[src/design/iso2ep_pkg.sv]
// ----------------------------------------------------------------------------
// iso2ep_pkg
// Shared types, status codes and a calendar helper for the timestamp parser.
// ----------------------------------------------------------------------------
package iso2ep_pkg;

	localparam int YEAR_W  = 14;
	localparam int FIELD_W = 7;
	localparam int MILLI_W = 10;
	localparam int EPOCH_W = 49;

	localparam int REC_DEPTH = 2;
	localparam int REC_PTR_W = $clog2(REC_DEPTH);
	localparam int REC_CNT_W = $clog2(REC_DEPTH + 1);

	localparam logic [1:0] ST_OK    = 2'd0;
	localparam logic [1:0] ST_SHORT = 2'd1;
	localparam logic [1:0] ST_SEP   = 2'd2;
	localparam logic [1:0] ST_CHAR  = 2'd3;

	typedef struct packed {
		logic [YEAR_W-1:0]  year;
		logic [FIELD_W-1:0] month;
		logic [FIELD_W-1:0] day;
		logic [FIELD_W-1:0] hour;
		logic [FIELD_W-1:0] minute;
		logic [FIELD_W-1:0] second;
		logic [MILLI_W-1:0] milli;
	} fields_t;

	typedef struct packed {
		fields_t    fld;
		logic [1:0] status;
		logic [7:0] term;
	} rec_t;

	// day of year counted from march 1st, for the first day of each month
	function automatic logic [8:0] doy_of_month(input logic [3:0] mon_idx);
		logic [8:0] d;
		unique case (mon_idx)
			4'd0:    d = 9'd306;
			4'd1:    d = 9'd337;
			4'd2:    d = 9'd0;
			4'd3:    d = 9'd31;
			4'd4:    d = 9'd61;
			4'd5:    d = 9'd92;
			4'd6:    d = 9'd122;
			4'd7:    d = 9'd153;
			4'd8:    d = 9'd184;
			4'd9:    d = 9'd214;
			4'd10:   d = 9'd245;
			4'd11:   d = 9'd275;
			default: d = 9'd0;
		endcase
		return d;
	endfunction

endpackage

[src/design/iso2ep_front.sv]
// ----------------------------------------------------------------------------
// iso2ep_front
// Byte parser: skips leading whitespace, collects the date-time fields and
// emits one record with status and terminator per timestamp.
// ----------------------------------------------------------------------------
module iso2ep_front import iso2ep_pkg::*; (
	input  logic       clk,
	input  logic       arst_n,
	input  logic       push,
	output logic       full,
	input  logic [7:0] char_code,
	input  logic       end_of_text,
	output logic       rec_push,
	input  logic       rec_full,
	output rec_t       rec
);

	localparam logic [3:0] PH_SKIP   = 4'd0;
	localparam logic [3:0] PH_YEAR   = 4'd1;
	localparam logic [3:0] PH_MONTH  = 4'd2;
	localparam logic [3:0] PH_DAY    = 4'd3;
	localparam logic [3:0] PH_HOUR   = 4'd4;
	localparam logic [3:0] PH_MINUTE = 4'd5;
	localparam logic [3:0] PH_SECOND = 4'd6;
	localparam logic [3:0] PH_FRAC   = 4'd7;
	localparam logic [3:0] PH_ZONE   = 4'd8;
	localparam logic [3:0] PH_FAIL   = 4'd9;

	localparam logic [7:0] CH_TAB    = 8'h09;
	localparam logic [7:0] CH_LF     = 8'h0A;
	localparam logic [7:0] CH_SPACE  = 8'h20;
	localparam logic [7:0] CH_RPAREN = 8'h29;
	localparam logic [7:0] CH_COMMA  = 8'h2C;
	localparam logic [7:0] CH_DASH   = 8'h2D;
	localparam logic [7:0] CH_DOT    = 8'h2E;
	localparam logic [7:0] CH_0      = 8'h30;
	localparam logic [7:0] CH_9      = 8'h39;
	localparam logic [7:0] CH_COLON  = 8'h3A;
	localparam logic [7:0] CH_T      = 8'h54;
	localparam logic [7:0] CH_Z      = 8'h5A;
	localparam logic [7:0] CH_RBRACK = 8'h5D;
	localparam logic [7:0] CH_RBRACE = 8'h7D;

	localparam logic [13:0] ACC_MAX  = 14'd16383;
	localparam logic [4:0]  LEN_MAX  = 5'd31;
	localparam logic [4:0]  LEN_MIN  = 5'd10;

	logic [3:0]  phase_q;
	logic [13:0] acc_q;
	logic        fhd_q;
	fields_t     fld_q;
	logic [4:0]  len_q;
	logic [1:0]  err_q;

	logic [3:0]  ph_n;
	logic [13:0] acc_n;
	logic        fhd_n;
	fields_t     fld_n;
	logic [4:0]  len_n;
	logic [1:0]  err_n;
	logic [3:0]  sep_next;
	logic [1:0]  sep_code;
	logic [1:0]  status_n;

	logic        accepted;
	logic        is_term;
	logic        is_ws;
	logic        is_digit;
	logic        done;
	logic [17:0] acc_prod;
	logic [13:0] acc_sat;

	function automatic logic [FIELD_W-1:0] sat7(input logic [13:0] a);
		return (a > 14'd127) ? 7'd127 : a[FIELD_W-1:0];
	endfunction

	function automatic fields_t store_field(input fields_t f, input logic [3:0] p,
			input logic [13:0] a);
		fields_t r;
		r = f;
		case (p)
			PH_YEAR:   r.year   = a;
			PH_MONTH:  r.month  = sat7(a);
			PH_DAY:    r.day    = sat7(a);
			PH_HOUR:   r.hour   = sat7(a);
			PH_MINUTE: r.minute = sat7(a);
			PH_SECOND: r.second = sat7(a);
			PH_FRAC:   r.milli  = (a > 14'd1023) ? 10'd1023 : a[MILLI_W-1:0];
			default:   r = f;
		endcase
		return r;
	endfunction

	assign full     = rec_full;
	assign accepted = push & ~rec_full;

	assign is_ws    = (char_code == CH_SPACE) || (char_code == CH_TAB) ||
		(char_code == CH_LF);
	assign is_digit = (char_code >= CH_0) && (char_code <= CH_9);
	assign is_term  = ((char_code == CH_COMMA) || (char_code == CH_RPAREN) ||
		(char_code == CH_RBRACK) || (char_code == CH_RBRACE) ||
		(char_code == CH_LF)) && !((phase_q == PH_SKIP) && (char_code == CH_LF));
	assign done     = is_term | end_of_text;

	assign acc_prod = {4'd0, acc_q} * 18'd10 + {14'd0, char_code[3:0]};
	assign acc_sat  = (acc_prod > {4'd0, ACC_MAX}) ? ACC_MAX : acc_prod[13:0];

	always_comb begin
		ph_n     = phase_q;
		acc_n    = acc_q;
		fhd_n    = fhd_q;
		fld_n    = fld_q;
		len_n    = len_q;
		err_n    = err_q;
		sep_next = PH_FAIL;
		sep_code = ST_CHAR;
		status_n = ST_OK;

		if (!is_term && !((phase_q == PH_SKIP) && is_ws)) begin
			if (ph_n == PH_SKIP) begin
				ph_n = PH_YEAR;
			end
			if (len_n != LEN_MAX) begin
				len_n = len_n + 5'd1;
			end
			if (ph_n != PH_FAIL) begin
				if (is_digit) begin
					if (ph_n == PH_ZONE) begin
						ph_n  = PH_FAIL;
						err_n = ST_CHAR;
					end else begin
						acc_n = acc_sat;
						fhd_n = 1'b1;
					end
				end else if (!fhd_n) begin
					ph_n  = PH_FAIL;
					err_n = ST_CHAR;
				end else begin
					unique case (ph_n)
						PH_YEAR: begin
							if (char_code == CH_DASH) sep_next = PH_MONTH;
						end
						PH_MONTH: begin
							if (char_code == CH_DASH) sep_next = PH_DAY;
						end
						PH_DAY: begin
							if ((char_code == CH_SPACE) || (char_code == CH_T)) begin
								sep_next = PH_HOUR;
							end else begin
								sep_code = ST_SEP;
							end
						end
						PH_HOUR: begin
							if (char_code == CH_COLON) sep_next = PH_MINUTE;
						end
						PH_MINUTE: begin
							if (char_code == CH_COLON) sep_next = PH_SECOND;
							else if (char_code == CH_Z) sep_next = PH_ZONE;
						end
						PH_SECOND: begin
							if (char_code == CH_DOT) sep_next = PH_FRAC;
							else if (char_code == CH_Z) sep_next = PH_ZONE;
						end
						PH_FRAC: begin
							if (char_code == CH_Z) sep_next = PH_ZONE;
						end
						default: sep_next = PH_FAIL;
					endcase
					if (sep_next == PH_FAIL) begin
						ph_n  = PH_FAIL;
						err_n = sep_code;
					end else begin
						fld_n = store_field(fld_n, ph_n, acc_n);
						acc_n = '0;
						fhd_n = 1'b0;
						ph_n  = sep_next;
					end
				end
			end
		end

		// close the timestamp
		if (done && (ph_n != PH_FAIL) && (ph_n != PH_ZONE)) begin
			if (fhd_n && ((ph_n == PH_DAY) || (ph_n == PH_MINUTE) ||
					(ph_n == PH_SECOND) || (ph_n == PH_FRAC))) begin
				fld_n = store_field(fld_n, ph_n, acc_n);
				ph_n  = PH_ZONE;
			end else begin
				ph_n  = PH_FAIL;
				err_n = ST_CHAR;
			end
		end

		if (len_n < LEN_MIN) begin
			status_n = ST_SHORT;
		end else if (ph_n == PH_FAIL) begin
			status_n = err_n;
		end
	end

	assign rec_push   = accepted & done;
	assign rec.fld    = fld_n;
	assign rec.status = status_n;
	assign rec.term   = is_term ? char_code : 8'd0;

	always_ff @(posedge clk or negedge arst_n) begin
		if (!arst_n) begin
			phase_q <= PH_SKIP;
			acc_q   <= '0;
			fhd_q   <= 1'b0;
			fld_q   <= '0;
			len_q   <= '0;
			err_q   <= ST_OK;
		end else if (accepted) begin
			if (done) begin
				phase_q <= PH_SKIP;
				acc_q   <= '0;
				fhd_q   <= 1'b0;
				fld_q   <= '0;
				len_q   <= '0;
				err_q   <= ST_OK;
			end else begin
				phase_q <= ph_n;
				acc_q   <= acc_n;
				fhd_q   <= fhd_n;
				fld_q   <= fld_n;
				len_q   <= len_n;
				err_q   <= err_n;
			end
		end
	end

endmodule

[src/design/iso2ep_queue.sv]
// ----------------------------------------------------------------------------
// iso2ep_queue
// Short record queue between the byte parser and the date arithmetic.
// ----------------------------------------------------------------------------
module iso2ep_queue import iso2ep_pkg::*; (
	input  logic clk,
	input  logic arst_n,
	input  logic push,
	output logic full,
	input  rec_t wdata,
	input  logic pop,
	output logic empty,
	output rec_t rdata
);

	rec_t                 entry_q [REC_DEPTH];
	logic [REC_PTR_W-1:0] wptr_q;
	logic [REC_PTR_W-1:0] rptr_q;
	logic [REC_CNT_W-1:0] count_q;
	logic                 do_push;
	logic                 do_pop;

	assign full    = (count_q == REC_CNT_W'(REC_DEPTH));
	assign empty   = (count_q == '0);
	assign do_push = push & ~full;
	assign do_pop  = pop & ~empty;
	assign rdata   = entry_q[rptr_q];

	always_ff @(posedge clk) begin
		if (do_push) begin
			entry_q[wptr_q] <= wdata;
		end
	end

	always_ff @(posedge clk or negedge arst_n) begin
		if (!arst_n) begin
			wptr_q  <= '0;
			rptr_q  <= '0;
			count_q <= '0;
		end else begin
			if (do_push) begin
				wptr_q <= (wptr_q == REC_PTR_W'(REC_DEPTH - 1)) ? '0 : wptr_q + 1'b1;
			end
			if (do_pop) begin
				rptr_q <= (rptr_q == REC_PTR_W'(REC_DEPTH - 1)) ? '0 : rptr_q + 1'b1;
			end
			if (do_push && !do_pop) begin
				count_q <= count_q + 1'b1;
			end else if (do_pop && !do_push) begin
				count_q <= count_q - 1'b1;
			end
		end
	end

endmodule

[src/design/iso2ep_back.sv]
// ----------------------------------------------------------------------------
// iso2ep_back
// Date arithmetic sequencer: turns one parsed record into epoch milliseconds
// over six steps and holds the result in an output register.
// ----------------------------------------------------------------------------
module iso2ep_back import iso2ep_pkg::*; (
	input  logic                      clk,
	input  logic                      arst_n,
	input  logic                      rec_empty,
	output logic                      rec_pop,
	input  rec_t                      rec,
	output logic                      empty,
	input  logic                      pop,
	output logic signed [EPOCH_W-1:0] epoch_ms,
	output logic [1:0]                status,
	output logic [7:0]                terminator
);

	localparam logic [2:0] BK_IDLE = 3'd0;
	localparam logic [2:0] BK_MON  = 3'd1;
	localparam logic [2:0] BK_ERA  = 3'd2;
	localparam logic [2:0] BK_YOE  = 3'd3;
	localparam logic [2:0] BK_DAYS = 3'd4;
	localparam logic [2:0] BK_SECS = 3'd5;
	localparam logic [2:0] BK_MS   = 3'd6;

	localparam logic [24:0] DAYS_BIAS = 25'd865566;

	logic [2:0] state_q;
	rec_t       job_q;

	logic signed [15:0] yc_q;
	logic [8:0]         doy_q;
	logic [14:0]        ynn_q;
	logic [5:0]         erap_q;
	logic [8:0]         yoe_q;
	logic [22:0]        erat_q;
	logic signed [24:0] days_q;
	logic signed [42:0] secs_q;

	logic                      out_valid_q;
	logic signed [EPOCH_W-1:0] epoch_q;
	logic [1:0]                status_q;
	logic [7:0]                term_q;

	// month fold
	logic [6:0]         mm1;
	logic [14:0]        q_prod;
	logic [3:0]         q_year;
	logic [6:0]         rem_w;
	logic [3:0]         mon_idx;
	logic signed [15:0] yc_c;

	// era
	logic [14:0] ynn_c;
	logic [30:0] era_prod;

	// days, seconds, milliseconds
	logic [14:0]        era400;
	logic [14:0]        yoe_w;
	logic [17:0]        yoe365;
	logic [1:0]         c100;
	logic [24:0]        days_pos;
	logic [18:0]        hms;
	logic signed [42:0] dprod;
	logic signed [52:0] ms_w;
	logic signed [EPOCH_W-1:0] ms_sat;
	logic               out_free;

	assign mm1     = job_q.fld.month - 7'd1;
	assign q_prod  = {8'd0, mm1} * 15'd171;
	assign q_year  = q_prod[14:11];
	assign rem_w   = mm1 - ({3'd0, q_year} * 7'd12);

	always_comb begin
		if (job_q.fld.month == '0) begin
			mon_idx = 4'd11;
			yc_c    = $signed({2'b00, job_q.fld.year}) - 16'sd1;
		end else begin
			mon_idx = rem_w[3:0];
			yc_c    = $signed({2'b00, job_q.fld.year}) + $signed({12'd0, q_year})
				- ((rem_w[3:0] < 4'd2) ? 16'sd1 : 16'sd0);
		end
	end

	assign ynn_c    = 15'(yc_q + 16'sd400);
	assign era_prod = {16'd0, ynn_c} * 31'd41944;

	assign era400   = {9'd0, erap_q} * 15'd400;
	assign yoe_w    = ynn_q - era400;

	assign yoe365   = {9'd0, yoe_q} * 18'd365;

	always_comb begin
		if (yoe_q >= 9'd300) c100 = 2'd3;
		else if (yoe_q >= 9'd200) c100 = 2'd2;
		else if (yoe_q >= 9'd100) c100 = 2'd1;
		else c100 = 2'd0;
	end

	assign days_pos = {2'd0, erat_q} + {7'd0, yoe365} + {18'd0, yoe_q[8:2]}
		+ {16'd0, doy_q} + {18'd0, job_q.fld.day} - {23'd0, c100};

	assign hms = ({12'd0, job_q.fld.hour} * 19'd3600)
		+ ({12'd0, job_q.fld.minute} * 19'd60) + {12'd0, job_q.fld.second};
	assign dprod = days_q * 43'sd86400;

	assign ms_w = secs_q * 53'sd1000 + $signed({43'd0, job_q.fld.milli});

	always_comb begin
		if (ms_w[52:48] == 5'b00000 || ms_w[52:48] == 5'b11111) begin
			ms_sat = ms_w[EPOCH_W-1:0];
		end else if (ms_w[52]) begin
			ms_sat = {1'b1, {(EPOCH_W-1){1'b0}}};
		end else begin
			ms_sat = {1'b0, {(EPOCH_W-1){1'b1}}};
		end
	end

	assign rec_pop  = (state_q == BK_IDLE) && !rec_empty;
	assign out_free = !out_valid_q || pop;

	always_ff @(posedge clk) begin
		unique case (state_q)
			BK_IDLE: begin
				if (rec_pop) job_q <= rec;
			end
			BK_MON: begin
				yc_q  <= yc_c;
				doy_q <= doy_of_month(mon_idx);
			end
			BK_ERA: begin
				ynn_q  <= ynn_c;
				erap_q <= era_prod[29:24];
			end
			BK_YOE: begin
				yoe_q  <= yoe_w[8:0];
				erat_q <= 23'(erap_q) * 23'd146097;
			end
			BK_DAYS: days_q <= $signed(days_pos - DAYS_BIAS);
			BK_SECS: secs_q <= dprod + $signed({24'd0, hms});
			BK_MS: begin
				if (out_free) begin
					epoch_q  <= (job_q.status == ST_OK) ? ms_sat : '0;
					status_q <= job_q.status;
					term_q   <= job_q.term;
				end
			end
			default: ;
		endcase
	end

	always_ff @(posedge clk or negedge arst_n) begin
		if (!arst_n) begin
			state_q     <= BK_IDLE;
			out_valid_q <= 1'b0;
		end else begin
			unique case (state_q)
				BK_IDLE: if (rec_pop) state_q <= BK_MON;
				BK_MON:  state_q <= BK_ERA;
				BK_ERA:  state_q <= BK_YOE;
				BK_YOE:  state_q <= BK_DAYS;
				BK_DAYS: state_q <= BK_SECS;
				BK_SECS: state_q <= BK_MS;
				BK_MS:   if (out_free) state_q <= BK_IDLE;
				default: state_q <= BK_IDLE;
			endcase
			if ((state_q == BK_MS) && out_free) begin
				out_valid_q <= 1'b1;
			end else if (pop) begin
				out_valid_q <= 1'b0;
			end
		end
	end

	assign empty      = !out_valid_q;
	assign epoch_ms   = epoch_q;
	assign status     = status_q;
	assign terminator = term_q;

endmodule

[src/design/iso8601_timestamp_to_epoch_ms_core.sv]
// result path: the record queue, then sequencer states MON, ERA, YOE, DAYS, SECS, MS
// throughput: one byte per cycle in the parser while the record queue is not full;
// date arithmetic takes one record at a time; a two-entry record queue decouples the two
// reset: arst_n clears parser, queue and sequencer; no result is waiting after reset
// ----------------------------------------------------------------------------
// iso8601_timestamp_to_epoch_ms_core
// Parses ISO 8601 date-time text, one byte per transaction, into signed Unix
// epoch milliseconds with a status and the terminating byte.
// ----------------------------------------------------------------------------
module iso8601_timestamp_to_epoch_ms_core import iso2ep_pkg::*; (
	input  logic                      clk,
	input  logic                      arst_n,
	input  logic                      push,
	output logic                      full,
	input  logic [7:0]                char_code,
	input  logic                      end_of_text,
	output logic                      empty,
	input  logic                      pop,
	output logic signed [EPOCH_W-1:0] epoch_ms,
	output logic [1:0]                status,
	output logic [7:0]                terminator
);

	logic rec_push;
	logic rec_full;
	logic rec_pop;
	logic rec_empty;
	rec_t rec_in;
	rec_t rec_out;

	iso2ep_front u_front (
		.clk         (clk),
		.arst_n      (arst_n),
		.push        (push),
		.full        (full),
		.char_code   (char_code),
		.end_of_text (end_of_text),
		.rec_push    (rec_push),
		.rec_full    (rec_full),
		.rec         (rec_in)
	);

	iso2ep_queue u_queue (
		.clk    (clk),
		.arst_n (arst_n),
		.push   (rec_push),
		.full   (rec_full),
		.wdata  (rec_in),
		.pop    (rec_pop),
		.empty  (rec_empty),
		.rdata  (rec_out)
	);

	iso2ep_back u_back (
		.clk        (clk),
		.arst_n     (arst_n),
		.rec_empty  (rec_empty),
		.rec_pop    (rec_pop),
		.rec        (rec_out),
		.empty      (empty),
		.pop        (pop),
		.epoch_ms   (epoch_ms),
		.status     (status),
		.terminator (terminator)
	);

	a_rec_no_overflow: assert property (@(posedge clk) disable iff (!arst_n)
		rec_push |-> !rec_full)
		else $error("record pushed into a full queue");

	a_rec_no_underflow: assert property (@(posedge clk) disable iff (!arst_n)
		rec_pop |-> !rec_empty)
		else $error("record taken from an empty queue");

	a_err_zero_epoch: assert property (@(posedge clk) disable iff (!arst_n)
		(!empty && status != ST_OK) |-> (epoch_ms == '0))
		else $error("failed timestamp carries a non-zero epoch");

endmodule

[config.mk]
export PLATFORM = sky130hd
export DESIGN_NAME = iso8601_timestamp_to_epoch_ms_core
export DESIGN_NICKNAME = d
export VERILOG_FILES = /design/src/design/iso2ep_pkg.sv /design/src/design/iso2ep_front.sv /design/src/design/iso2ep_queue.sv /design/src/design/iso2ep_back.sv /design/src/design/iso8601_timestamp_to_epoch_ms_core.sv
export SDC_FILE = /design/constraint.sdc
export NUM_CORES = 2
export LEC_CHECK = 0
export ABC_AREA = 1
export BUFFER_PORTS_ARGS = -buffer_cell sky130_fd_sc_hd__buf_2
export CORE_MARGIN = 1.5
export CORE_UTILIZATION = 45
export CTS_BUF_LIST = sky130_fd_sc_hd__clkbuf_8
export CTS_CLUSTER_DIAMETER = 50
export DETAILED_ROUTE_END_ITERATION = 7
export GPL_TIMING_DRIVEN = 0
export PLACE_DENSITY = 0.63
export SYNTH_ARGS = -nofsm -noshare
export SYNTH_HDL_FRONTEND = slang
export SYNTH_SLANG_ARGS = --single-unit
[constraint.sdc]
create_clock -name clk -period 8.7 [get_ports clk]
set_clock_uncertainty 0.05 [all_clocks]
set_input_delay 0.435 -clock clk [delete_from_list [all_inputs] [get_ports clk]]
set_output_delay 0.435 -clock clk [all_outputs]
set_load 0.02 [all_outputs]
==> impl_results.md <==
- Syn_area_per_cell: 8.45 sq um
- Starting Density: 45.5%
- Post-synth top area cell: edfxtp_1
- Number of flops mapped to enable cells by yosys: 405
- Sink Count: 498
- Final setup violation count: 0
- First-pass GRT wire length: 195 mm
- Peak Freq: 0.124 GHz
- DRC viols: 0
- CP arrival: 8460 ps
- WL/cell: 14.7 microns
- Final core utilization: 49.5%
- Compound-Gate Fraction of Synth Area: 7.39%
- Drt pass-1 iters: 8
- Status: finished clean
- Main area contributors after synthesis: edfxtp_1, ha_1, fa_1
- Pin count of the biggest net entering global routing: 70
- Fin. max-slew vios: 0
- DIE HEIGHT: 343 microns
- Yosys top cell area share: 23.3%
- Most common flop cell mapped by yosys: edfxtp_1
- Synth Register Bits: 498
- Crit path time final: 8050 ps
- Final Hold Viols: 0
- Final Cycle Share: 92.5%
- Antenna Nets Post-Route: 0
- CTS max path bufs: 3
- Hold Path Depth: 3
- Worst path top cell family by delay: adder cells
- Commonest non-fill, non-tap cells in the layout: nand2_1, inv_1, ha_1
- Port buffer count: 73
- Crit path top cell by count: nand2_1
- WP buf/inv: 8
- DIE WIDTH: 343 microns
- Core area: 115000 sq um
- Rel. slew slack: 33.7%
- Remaining Overflow, GRT: 0
- Unrepaired setup endpoints after global routing: false
- Critical path's slowest cell: fa_1
- Asr flop ratio synth: 18.7%
- RD Place Congestion: 0.936
- CP Class: flip-flop to flip-flop
- Die area: 118000 sq um
- CTS tree: yes
- Ys Warns: 0
- Final WL: 117 mm
- Post-synthesis cell count: 6167
- Number of CTS-inserted buffers: 92
- Combinational family with the most area after synthesis: adder cells
- Reg-to-Reg End: u_back.yc_q[14]
- Via count: 39.6k
- Hold Path Origin: char_code[2]
- Register-to-register setup slack: 650 ps
- Max incr delay on CP: 510 ps
- Row cnt: 124
- Reg-to-reg startpoint: u_back.job_q[49]
- Top sig layer: met4
- Mux cell area share after synthesis: 0.0192%
- Worst EP required: 9110 ps
- DR vias/cell: 4.99
- CP Capture Type: flip-flop
- Flip-flop and latch area: 14500 sq um
- IO Count: 74
- Synth Area in Simple Gates: 19.2%
- Worst-margin pin slew: 985 ps
- M1 WL: 53.5 mm
- Area grow syn2layout: 8.89%
- Area occupied by multi-input gates: 32800 sq um
- Hold crit path type: input pin to flip-flop
- Worst hold endpoint: u_queue.entry_q[1][2]
- H-tree Lvls: 3
- GRT Resource Usage Total: 20.2%
- Initial antenna violation count: 1
- Max Cap Viol: 0
- Clk_lat worst skew: 730 ps
- Adder-Cell Fraction of Synth Area: 32.0%
- Clock transition at the registers of the reported paths: 60 ps
- DR iter-0 viols: 2191
- Final nets: 7455
- Post-Synth XOR/XNOR Area: 4.10%
- Unique masters post-synth: 62
- Netlist Area Pre-Place: 52100 sq um
- Vias in the first global route: 39.7k
- Commonest non-fill, non-tap cell in the layout: nand2_1
- Root cell of the clock tree: clkbuf_8
- DR WL met3: 4.22 mm
- CP Max Fanout: 4
- Critical Path Start Type: flip-flop
- Sequential share of the synthesized area: 27.8%
- Filler Cells Inserted: 11.2k
- WL met2: 56.2 mm
- Layout cells sized above 1: 6.61%
- Post-DP HPWL: 97.3 mm
- R2R depth: 49
[worst min-delay path, cell delays in order]
cell     delay [ps]
buf_2           180
nand2_1          70
inv_1            60
[registers in the layout, indices dropped and copies added, names as in the netlist, 3 cells and up]
| register | flops |
|---|---|
| u_back.doy_q | 9 |
| u_back.job_q | 69 |
| u_back.epoch_ms | 49 |
| u_front.fld_q | 59 |
| u_back.erap_q | 6 |
| u_front.phase_q | 4 |
| u_queue.entry_q | 138 |
| u_front.len_q | 5 |
| u_back.state_q | 3 |
| u_back.ynn_q | 9 |
| u_back.days_q | 25 |
| u_front.acc_q | 14 |
| u_back.secs_q | 43 |
| u_back.yc_q | 15 |
| u_back.terminator | 8 |
| u_back.yoe_q | 9 |
| u_back.erat_q | 23 |
[through the flow]
stage	instance area, sq um	setup WS, ps	setup TNS [ps]	hold slack, ps	std cells
after detailed placement	54600	-71.6	-71.6	355	7766
after global routing	56700	15.3	0	55.7	7942
after CTS	56700	153	0	8.44	7940
after floorplan	52100	1100	0	89.4	6168
after global placement	54400	83.6	0	351	7753
final	56700	653	0	85.3	7942
[kinds of logic after synthesis]
kind of cell,after synthesis
mux,1
xor+xnor,243
flops,498
fa+ha+maj,1088
simple gates,2382
buf+inv,1292
other cells,1
compound gates,662
[Yosys cell counts, drive strengths merged, types with 17 or more instances]
| cell | instances |
|---|---|
| ha | 684 |
| a21oi | 286 |
| nand2 | 1466 |
| a31oi | 17 |
| edfxtp | 405 |
| o211ai | 21 |
| nand3 | 243 |
| nand3b | 17 |
| clkbuf | 52 |
| o21bai | 19 |
| nor3 | 53 |
| nand4 | 86 |
| xnor2 | 91 |
| o21ai | 198 |
| fa | 404 |
| inv | 1213 |
| a22o | 20 |
| xor2 | 152 |
| a21o | 19 |
| dfrtp | 93 |
| nor2 | 484 |
| o22ai | 34 |
| buf | 22 |
[worst max path at each step]
stage / endpoint / slack [ps] / from / depth (start not counted)
floorplan: u_back.yc_q[14] / 1100 / u_back.job_q[48] / 48
global placement: u_back.yc_q[14] / 80 / u_back.job_q[48] / 47
detailed placement: u_back.yc_q[14] / -70 / u_back.job_q[48] / 47
CTS: u_back.yc_q[14] / 150 / u_back.job_q[48] / 47
global route: u_back.yc_q[14] / 20 / u_back.job_q[49] / 49
finish: u_back.yc_q[14] / 650 / u_back.job_q[49] / 49
[repair_timing]
| item | in CTS | in global routing |
|---|---|---|
| hold endpoints to repair | 58 | 0 |
| hold buffers | 4 | 0 |
| resized for setup | 0 | 8 |
| buffers inserted | 1 | 2 |
| endpoints found under the setup margin | 1 | 4 |
| gates cloned | 0 | 0 |
[per-layer routing]
layer  vias to the layer above  global-route usage, %
li1                      20198                      -
met1                     18496                   26.7
met2                       732                   35.2
met3                       192                   2.14
met4                         0                   5.65
met5                         -                      0
[final cells by class]
class                      count  share of cell area [%]
antenna                        1                 0.00441
buffer                        73                   0.640
clock buffer                 102                    2.47
clock inverter                67                    1.07
inverter                    1218                    8.06
multi-input combinational   4378                    57.7
sequential                   498                    25.5
tap                         1512                    3.34
timing repair buffer          93                    1.14
Power is not shown: default switching activity piles up to over one toggle a cycle in this logic, so the estimate is an artifact.
